File: config.mk
export PLATFORM = sky130hd
export DESIGN_NAME = rc_receiver_frame_decoder
export DESIGN_NICKNAME = d
export VERILOG_FILES = /design/src/design/rcd_pkg.sv /design/src/design/rcd_byte_cell.sv /design/src/design/rcd_stick.sv /design/src/design/rc_receiver_frame_decoder.sv
export VERILOG_INCLUDE_DIRS = /design/src /design/src/design
export SDC_FILE = /design/constraint.sdc
export NUM_CORES = 1
export LEC_CHECK = 0
export BUFFER_PORTS_ARGS = -buffer_cell sky130_fd_sc_hd__buf_2
export CAP_MARGIN = 0
export CORE_UTILIZATION = 35
export DETAILED_ROUTE_END_ITERATION = 12
export RECOVER_POWER = 25
export SETUP_SLACK_MARGIN = 0.3
export SKIP_CTS_REPAIR_TIMING = 1
export SLEW_MARGIN = 20
export SYNTH_ARGS = -nofsm -noshare
export SYNTH_HDL_FRONTEND = slang
export SYNTH_SLANG_ARGS = --single-unit
File: constraint.sdc
create_clock -name clk_i -period 24.4 [get_ports clk_i]
set_input_delay 3.66 -clock clk_i [delete_from_list [all_inputs] [get_ports clk_i]]
set_output_delay 3.66 -clock clk_i [all_outputs]
set_load 0.02 [all_outputs]
File: src/design/assert_macros.svh
// -----------------------------------------------------------------------------
// assert_macros
// Assertion helpers used by the RTL. Both sample on clk_i and are
// switched off while rst_ni is low.
// -----------------------------------------------------------------------------
`ifndef ASSERT_MACROS_SVH
`define ASSERT_MACROS_SVH

// A property that must hold at every clock edge.
`define RCD_ASSERT(lbl, prop, msg) \
  lbl: assert property (@(posedge clk_i) disable iff (!rst_ni) (prop)) else $error(msg);

// A condition that must never be seen at a clock edge.
`define RCD_NEVER(lbl, cond, msg) \
  lbl: assert property (@(posedge clk_i) disable iff (!rst_ni) !(cond)) else $error(msg);

`endif

File: src/design/rcd_pkg.sv
// -----------------------------------------------------------------------------
// rcd_pkg
// Shared constants, register codes and types of the remote frame decoder.
// -----------------------------------------------------------------------------
`timescale 1ns / 1ps
`default_nettype none

package rcd_pkg;

  localparam int unsigned FRAME_BYTES = 18;
  // Bytes held in the chain; the final byte of a frame is taken straight from the input.
  localparam int unsigned CHAIN_CELLS = FRAME_BYTES - 1;
  localparam int unsigned CNT_W       = 5;
  localparam logic [CNT_W-1:0] CNT_FRAME = CNT_W'(FRAME_BYTES);
  localparam logic [CNT_W-1:0] CNT_SAT   = CNT_W'(FRAME_BYTES + 1);

  localparam int unsigned STICK_W = 11;
  localparam int unsigned VAL_W   = 12;
  localparam logic signed [VAL_W-1:0] WHEEL_FORCE_ZERO = -12'sd1024;
  localparam logic [1:0] SWITCH_NONE = 2'b00;

  localparam logic [15:0] TICKS_MAX = 16'hFFFF;

  localparam logic [STICK_W-1:0] RST_CHANNEL_OFFSET = 11'd1024;
  localparam logic [STICK_W-1:0] RST_DEADBAND       = 11'd10;
  localparam logic [STICK_W-1:0] RST_ERROR_LIMIT    = 11'd660;
  localparam logic [15:0]        RST_OFFLINE_TICKS  = 16'd100;

  typedef enum logic [1:0] {
    CFG_CHANNEL_OFFSET = 2'd0,
    CFG_DEADBAND       = 2'd1,
    CFG_ERROR_LIMIT    = 2'd2,
    CFG_OFFLINE_TICKS  = 2'd3
  } cfg_index_e;

  typedef enum logic [1:0] {
    LINK_CONNECTED = 2'd0,
    LINK_ERROR     = 2'd1,
    LINK_LOST      = 2'd2
  } link_status_e;

  typedef enum logic {
    ACT_BYTE = 1'b0,
    ACT_TICK = 1'b1
  } action_e;

  typedef struct packed {
    logic signed [VAL_W-1:0] right_x;
    logic signed [VAL_W-1:0] right_y;
    logic signed [VAL_W-1:0] left_x;
    logic signed [VAL_W-1:0] left_y;
    logic signed [VAL_W-1:0] wheel;
    logic [3:0]              switches;
    logic signed [15:0]      mouse_x;
    logic signed [15:0]      mouse_y;
    logic signed [15:0]      mouse_z;
    logic [15:0]             mouse_buttons;
    logic [15:0]             key_mask;
  } rcd_values_t;

  // Settings handed to each stick unit.
  typedef struct packed {
    logic [STICK_W-1:0] offset;
    logic [STICK_W-1:0] deadband;
    logic [STICK_W-1:0] limit;
  } rcd_stick_cfg_t;

endpackage

`default_nettype wire

File: src/design/rcd_byte_cell.sv
// -----------------------------------------------------------------------------
// rcd_byte_cell
// One stage of the receive byte chain: takes its neighbor's byte on a shift.
// -----------------------------------------------------------------------------
`timescale 1ns / 1ps
`default_nettype none

module rcd_byte_cell import rcd_pkg::*; (
  input  logic       clk_i,
  input  logic       shift_i,
  input  logic [7:0] byte_i,
  output logic [7:0] byte_o
);

  logic [7:0] byte_q;

  always_ff @(posedge clk_i) begin
    if (shift_i) begin
      byte_q <= byte_i;
    end
  end

  assign byte_o = byte_q;

endmodule

`default_nettype wire

File: src/design/rcd_stick.sv
// -----------------------------------------------------------------------------
// rcd_stick
// Offset removal, deadband, wheel fix-up and range check for one stick.
// -----------------------------------------------------------------------------
`timescale 1ns / 1ps
`default_nettype none

module rcd_stick import rcd_pkg::*; (
  input  logic [STICK_W-1:0]       raw_i,
  input  rcd_stick_cfg_t           cfg_i,
  input  logic                     dead_en_i,
  input  logic                     wheel_en_i,
  output logic signed [VAL_W-1:0]  value_o,
  output logic                     err_o
);

  logic signed [VAL_W-1:0] diff;
  logic [VAL_W-1:0]        mag_full;
  logic [STICK_W-1:0]      mag;
  logic                    zero_out;

  assign diff     = $signed({1'b0, raw_i}) - $signed({1'b0, cfg_i.offset});
  // The difference stays within +/-2047, so the magnitude fits in 11 bits.
  assign mag_full = diff[VAL_W-1] ? VAL_W'(-diff) : VAL_W'(diff);
  assign mag      = mag_full[STICK_W-1:0];

  assign zero_out = (dead_en_i && (mag <= cfg_i.deadband)) ||
                    (wheel_en_i && (diff == WHEEL_FORCE_ZERO));

  assign value_o = zero_out ? '0 : diff;
  assign err_o   = !zero_out && (mag > cfg_i.limit);

endmodule

`default_nettype wire

File: src/design/rc_receiver_frame_decoder.sv
// -----------------------------------------------------------------------------
// rc_receiver_frame_decoder
// Decodes remote receiver frames from a byte stream mixed with time ticks.
// -----------------------------------------------------------------------------
// Result: registered, and valid in the cycle after the beat of the final frame
// byte or of the tick that causes it.
// Throughput: one beat (byte or tick) per cycle while in_stall_o is low; the final byte
// is decoded in its own cycle against the 17-cell byte chain.
// Reset: control, counters, settings and held values clear at once; the
// byte chain holds no reset value and needs no clearing pass.
`timescale 1ns / 1ps
`default_nettype none

`include "assert_macros.svh"

module rc_receiver_frame_decoder import rcd_pkg::*; (
  input  logic                      clk_i,
  input  logic                      rst_ni,

  input  logic                      cfg_valid_i,
  output logic                      cfg_ready_o,
  input  logic [1:0]                cfg_index_i,
  input  logic [15:0]               cfg_data_i,

  input  logic                      in_valid_i,
  output logic                      in_stall_o,
  input  logic                      action_i,
  input  logic [7:0]                data_byte_i,
  input  logic                      last_byte_i,

  output logic                      out_valid_o,
  input  logic                      out_stall_i,
  output logic signed [VAL_W-1:0]   right_x_o,
  output logic signed [VAL_W-1:0]   right_y_o,
  output logic signed [VAL_W-1:0]   left_x_o,
  output logic signed [VAL_W-1:0]   left_y_o,
  output logic signed [VAL_W-1:0]   wheel_o,
  output logic [3:0]                switches_o,
  output logic signed [15:0]        mouse_x_o,
  output logic signed [15:0]        mouse_y_o,
  output logic signed [15:0]        mouse_z_o,
  output logic [15:0]               mouse_buttons_o,
  output logic [15:0]               key_mask_o,
  output logic [1:0]                link_status_o
);

  // ---------------------------------------------------------------------------
  // Settings
  // ---------------------------------------------------------------------------
  logic [STICK_W-1:0] offset_q, deadband_q, limit_q;
  logic [15:0]        offline_q;

  assign cfg_ready_o = 1'b1;

  always_ff @(posedge clk_i or negedge rst_ni) begin
    if (!rst_ni) begin
      offset_q   <= RST_CHANNEL_OFFSET;
      deadband_q <= RST_DEADBAND;
      limit_q    <= RST_ERROR_LIMIT;
      offline_q  <= RST_OFFLINE_TICKS;
    end else if (cfg_valid_i && cfg_ready_o) begin
      unique case (cfg_index_e'(cfg_index_i))
        CFG_CHANNEL_OFFSET: offset_q   <= cfg_data_i[STICK_W-1:0];
        CFG_DEADBAND:       deadband_q <= cfg_data_i[STICK_W-1:0];
        CFG_ERROR_LIMIT:    limit_q    <= cfg_data_i[STICK_W-1:0];
        CFG_OFFLINE_TICKS:  offline_q  <= cfg_data_i;
        default: ;
      endcase
    end
  end

  // ---------------------------------------------------------------------------
  // Handshake
  // ---------------------------------------------------------------------------
  logic out_valid_q;
  logic in_accept, out_take;
  logic byte_beat, tick_beat;

  // A new beat may load the output register only once it is free or leaving.
  assign in_stall_o = out_valid_q && out_stall_i;
  assign in_accept  = in_valid_i && !in_stall_o;
  assign out_take   = out_valid_q && !out_stall_i;
  assign byte_beat  = in_accept && (action_e'(action_i) == ACT_BYTE);
  assign tick_beat  = in_accept && (action_e'(action_i) == ACT_TICK);

  // ---------------------------------------------------------------------------
  // Byte chain: cell 0 holds the newest byte.
  // ---------------------------------------------------------------------------
  logic [7:0] cell_byte [CHAIN_CELLS];
  logic [7:0] fb [FRAME_BYTES];

  for (genvar c = 0; c < CHAIN_CELLS; c++) begin : g_chain
    rcd_byte_cell u_cell (
      .clk_i   (clk_i),
      .shift_i (byte_beat),
      .byte_i  ((c == 0) ? data_byte_i : cell_byte[(c == 0) ? 0 : c - 1]),
      .byte_o  (cell_byte[c])
    );
  end

  // Frame byte k sits CHAIN_CELLS-1-k cells back; the last one is on the input.
  for (genvar k = 0; k < CHAIN_CELLS; k++) begin : g_fb
    assign fb[k] = cell_byte[CHAIN_CELLS-1-k];
  end
  assign fb[FRAME_BYTES-1] = data_byte_i;

  // ---------------------------------------------------------------------------
  // Byte count and frame detection
  // ---------------------------------------------------------------------------
  logic [CNT_W-1:0] count_q, count_inc;
  logic             frame_end;

  assign count_inc = (count_q < CNT_SAT) ? count_q + 1'b1 : count_q;
  assign frame_end = byte_beat && last_byte_i && (count_inc == CNT_FRAME);

  always_ff @(posedge clk_i or negedge rst_ni) begin
    if (!rst_ni) begin
      count_q <= '0;
    end else if (byte_beat) begin
      count_q <= last_byte_i ? '0 : count_inc;
    end
  end

  // ---------------------------------------------------------------------------
  // Stick decode
  // ---------------------------------------------------------------------------
  rcd_stick_cfg_t          stick_cfg;
  logic [STICK_W-1:0]      raw [5];
  logic signed [VAL_W-1:0] stick_val [5];
  logic [4:0]              stick_err;
  logic [1:0]              sw_left, sw_right;
  logic                    frame_err;

  assign stick_cfg = '{offset: offset_q, deadband: deadband_q, limit: limit_q};

  assign raw[0] = {fb[1][2:0], fb[0]};
  assign raw[1] = {fb[2][5:0], fb[1][7:3]};
  assign raw[2] = {fb[4][0], fb[3], fb[2][7:6]};
  assign raw[3] = {fb[5][3:0], fb[4][7:1]};
  assign raw[4] = {fb[17][2:0], fb[16]};

  for (genvar s = 0; s < 5; s++) begin : g_stick
    rcd_stick u_stick (
      .raw_i      (raw[s]),
      .cfg_i      (stick_cfg),
      .dead_en_i  ((s == 2) || (s == 3)),
      .wheel_en_i (s == 4),
      .value_o    (stick_val[s]),
      .err_o      (stick_err[s])
    );
  end

  assign sw_left   = fb[5][7:6];
  assign sw_right  = fb[5][5:4];
  assign frame_err = (|stick_err) || (sw_left == SWITCH_NONE) || (sw_right == SWITCH_NONE);

  rcd_values_t frame_vals;

  always_comb begin
    frame_vals = '{
      right_x:       stick_val[0],
      right_y:       stick_val[1],
      left_x:        stick_val[2],
      left_y:        stick_val[3],
      wheel:         stick_val[4],
      switches:      {sw_left, sw_right},
      mouse_x:       {fb[7], fb[6]},
      mouse_y:       {fb[9], fb[8]},
      mouse_z:       {fb[11], fb[10]},
      mouse_buttons: {fb[13], fb[12]},
      key_mask:      {fb[15], fb[14]}
    };
    if (frame_err) begin
      frame_vals = '0;
    end
  end

  // ---------------------------------------------------------------------------
  // Tick timer and link-lost detection
  // ---------------------------------------------------------------------------
  logic [15:0] ticks_q, ticks_inc;
  logic        lost_sent_q;
  logic        lost_fire;

  assign ticks_inc = (ticks_q != TICKS_MAX) ? ticks_q + 16'd1 : ticks_q;
  assign lost_fire = tick_beat && (ticks_inc > offline_q) && !lost_sent_q;

  always_ff @(posedge clk_i or negedge rst_ni) begin
    if (!rst_ni) begin
      ticks_q     <= '0;
      lost_sent_q <= 1'b0;
    end else if (frame_end) begin
      ticks_q     <= '0;
      lost_sent_q <= 1'b0;
    end else if (tick_beat) begin
      ticks_q <= ticks_inc;
      if (lost_fire) begin
        lost_sent_q <= 1'b1;
      end
    end
  end

  // ---------------------------------------------------------------------------
  // Held values and output register
  // ---------------------------------------------------------------------------
  rcd_values_t  held_q;
  rcd_values_t  out_vals_q;
  link_status_e out_status_q;
  link_status_e new_status;
  logic         load;

  assign load       = frame_end || lost_fire;
  assign new_status = lost_fire ? LINK_LOST : (frame_err ? LINK_ERROR : LINK_CONNECTED);

  always_ff @(posedge clk_i or negedge rst_ni) begin
    if (!rst_ni) begin
      held_q <= '0;
    end else if (frame_end) begin
      held_q <= frame_vals;
    end
  end

  always_ff @(posedge clk_i or negedge rst_ni) begin
    if (!rst_ni) begin
      out_valid_q <= 1'b0;
    end else if (load) begin
      out_valid_q <= 1'b1;
    end else if (out_take) begin
      out_valid_q <= 1'b0;
    end
  end

  always_ff @(posedge clk_i) begin
    if (load) begin
      out_vals_q   <= lost_fire ? held_q : frame_vals;
      out_status_q <= new_status;
    end
  end

  assign out_valid_o     = out_valid_q;
  assign right_x_o       = out_vals_q.right_x;
  assign right_y_o       = out_vals_q.right_y;
  assign left_x_o        = out_vals_q.left_x;
  assign left_y_o        = out_vals_q.left_y;
  assign wheel_o         = out_vals_q.wheel;
  assign switches_o      = out_vals_q.switches;
  assign mouse_x_o       = out_vals_q.mouse_x;
  assign mouse_y_o       = out_vals_q.mouse_y;
  assign mouse_z_o       = out_vals_q.mouse_z;
  assign mouse_buttons_o = out_vals_q.mouse_buttons;
  assign key_mask_o      = out_vals_q.key_mask;
  assign link_status_o   = out_status_q;

  // ---------------------------------------------------------------------------
  // Assertions
  // ---------------------------------------------------------------------------
  `RCD_NEVER(a_no_overwrite, load && out_valid_q && out_stall_i,
             "result loaded over a stalled result")
  `RCD_NEVER(a_count_range, count_q > CNT_SAT, "byte count beyond saturation")
  `RCD_ASSERT(a_frame_clears_timer, frame_end |=> (ticks_q == '0) && !lost_sent_q,
              "frame did not restart the tick timer")
  `RCD_ASSERT(a_lost_once, lost_fire |=> lost_sent_q && out_valid_q,
              "link-lost result not recorded")

endmodule

`default_nettype wire
==> results.yml <==
grt:
  grt-ovfl-total: 0
  grt_pass1_wl_um: 113800
  antenna_found_initial: 3
  grt_usage_pct: 18.93
  grt_max_degree: 104
  grt_pass1_vias: 19030
critical_path:
  required_ns: 25.08
  cp_slowest_stage_delay_ns: 4.19
  crit_top_cell: "buf_4"
  cp-start-kind: "primary input"
  critical_path_arrival_ns: 9.95
  critical_path.cell_chain: "clkbuf_1, buf_4, buf_4"
  timing_worst_setup_path_type: "in2async"
  path_max_fanout: 103
  slowest_stage: "clkbuf_1"
  worstSetupEndpointType: "asynchronous set/reset pin"
timing:
  slew_violations: 104
  whs_ns: 0.4444
  setup_viol: 0
  fin_crit_ns: 9.268
  finalHoldViolations: 0
  fmax_mhz: 107.9
  clock_skew_ns: 0.04680
  timing.final.crit_share_pct: 37.98
  worstMarginPinSlew_ns: 6.125
  setup_slack_ns: 15.13
  grt_setup_unrepaired: "false"
  tns_ns: 0
  slew_headroom_pct: -308.3
synthesis:
  synth_seq_cells: 498
  ys_seq_area_share_pct: 52.56
  synth_top_cell_area_share_pct: 32.05
  syn-cell-area_um2: 26420
  synth_warnings: 0
  synth_area_leader_cell: "edfxtp_1"
  synth_cell_types: 71
  synth-edff-count: 282
  syn_inst: 2362
  synth_flop_cell: "edfxtp_1"
  synthesis.nets: 2555
  yosys-top-cells-area: "edfxtp_1, dfrtp_1, ha_1"
  avgSynthCellArea_um2: 11.19
  synthArstFlopShare_pct: 43.37
die:
  rows: 100
  start_util_pct: 35.43
  ioPinCount: 182
  die_h_um: 276.7
  die_area_um2: 76590
  die_w_um: 276.7
  core_um2: 74570
clocking:
  htree_num_levels: 2
  insertion_delay_ns: 0.64
  root_buffer: "clkbuf_16"
  cts_buffers: 55
  cts.sinks: 498
  cts_tree: "built"
  clockBufferDepth: 3
  clkTransAtPathRegs_ns: 0.06
drt:
  post_drt_wl_per_cell_um: 21.00
  first_pass_iters: 6
  detail-route-antenna-nets: 0
  drt_iter0_markers: 1585
  drc: 0
  routed_wl_um: 73470
  vias: 19270
  vias_per_cell: 5.506
finish:
  fillers: 7107
  drive_above_1_share_pct: 16.77
  syn_to_final_growth_pct: 13.27
  final-seq-area_um2: 13890
  finalNetCount: 2675
  multi_input_area_um2: 11260
pwr:
  p_leak_nw: 12.16
  power_w: 0.003048
  peakVddDrop_mv: 0.08749
  power_density_nw_per_um2: 101.8
placed_design:
  place_ws_ns: 14.61
  port_buffers: 180
  dp_hpwl_um: 49600
  gp_congestion: 0.8892
status:
  violations: "max-capacitance violations, max-slew violations"
  outcome: "complete, but fails checks"
worst_hold_path:
  hold_class: "reg2reg"
flow_run:
  cap_violations: 1
## registers in the layout (all words and copies together), names as in the netlist, 16 cells and up
signal / count
mouse_buttons_o: 16
mouse_z_o: 16
key_mask_o: 16
offline_q: 16
mouse_y_o: 16
g_chain.u_cell.byte_o: 136
held_q: 144
mouse_x_o: 16
ticks_q: 16
## layer usage
layer / part of all wire [%] / global-route usage (%)
met1: 45 / 25.55
met2: 47 / 31.10
met3: 4.4 / 2.472
met4: 3.5 / 6.880
met5: 0 / 0
## cells by family after synthesis
family                     after synthesis  synth area share (%)
muxes                                   45                 1.909
xor gates and xnor gates               108                 3.609
AOI/OAI and AO/OA                      535                 16.59
DFF                                    498                 52.56
and+or+nand+nor                        717                 12.58
other                                    1               0.01419
adders and majority gates              160                 7.720
buffers and inverters                  298                 5.015
## Yosys cell counts (61+ instances only)
master,number
o31ai_1,131
o41ai_2,66
ha_1,155
nor2_1,84
dfrtp_1,206
inv_1,156
nand2_1,375
clkbuf_1,99
xnor2_1,61
o21ai_0,82
a21oi_1,68
edfxtp_1,282
## report_power, final
| group | switching, W | internal, W |
|---|---|---|
| clock | 0.000360 | 0.000505 |
| combinational | 0.000848 | 0.000351 |
| sequential | 0.0000296 | 0.000954 |
## final cells by class
type	count	share of cell area, %
flip-flops and latches	498	46.40
diodes	1	0.008362
clock buffers	77	5.222
multi-input cells	1566	37.62
well taps	969	4.051
inverters	156	1.998
repair buffers	205	3.604
clock inverters	27	1.095
## cell usage in the layout (no fill, tap or decap), types with 10 or more instances in the layout
cell type	n
o41ai_2	66
buf_2	175
clkbuf_16	58
nand3b_1	13
ha_1	155
a31oi_1	10
nand3_1	39
o31ai_1	131
a211oi_1	10
o21a_1	12
nand4b_1	13
a21oi_1	68
o21ai_0	82
nand2_1	373
nor2b_1	19
clkbuf_1	21
o41ai_1	60
mux2_2	43
xnor2_1	61
inv_1	154
nor2_1	84
xor2_1	46
a21o_1	20
nand2b_1	15
dfstp_2	10
nor3_1	35
edfxtp_1	282
or3_1	11
dfrtp_1	206
and3_1	15
nand4_1	54
buf_4	24
## critical path, delay by kind of cell
family                 cells  cell delay [ns]
buffers and inverters      3             6.06
## metrics by stage
| step | util (%) | cell area [µm²] | instances |
|---|---|---|---|
| 2_1_floorplan | - | 26420 | 2362 |
| 3_3_place_gp | 37.62 | 28050 | 3394 |
| 3_5_place_dp | 37.62 | 28050 | 3394 |
| 4_1_cts | 40.16 | 29950 | 3498 |
| 5_1_grt | 40.13 | 29930 | 3499 |
| 6_report | 40.13 | 29930 | 3499 |
## final timing paths
check / startpoint / endpoint / slack (ns) / cells after the start
worst max-delay path: rst_ni / count_q[3] / 15.13 / 3
worst min register to register: g_chain[3].u_cell.byte_o[0] / g_chain[4].u_cell.byte_o[0] / 0.44 / 0
worst max register to register: offset_q[1] / wheel_o[7] / 16.56 / 20
max in group clk_i: data_byte_i[0] / mouse_y_o[13] / 15.17 / 16
min in group asynchronous: rst_ni / held_q[77] / 5.34 / 1
worst min-delay path: g_chain[3].u_cell.byte_o[0] / g_chain[4].u_cell.byte_o[0] / 0.44 / 0
Note: power is estimated with default switching activity, not from simulation.
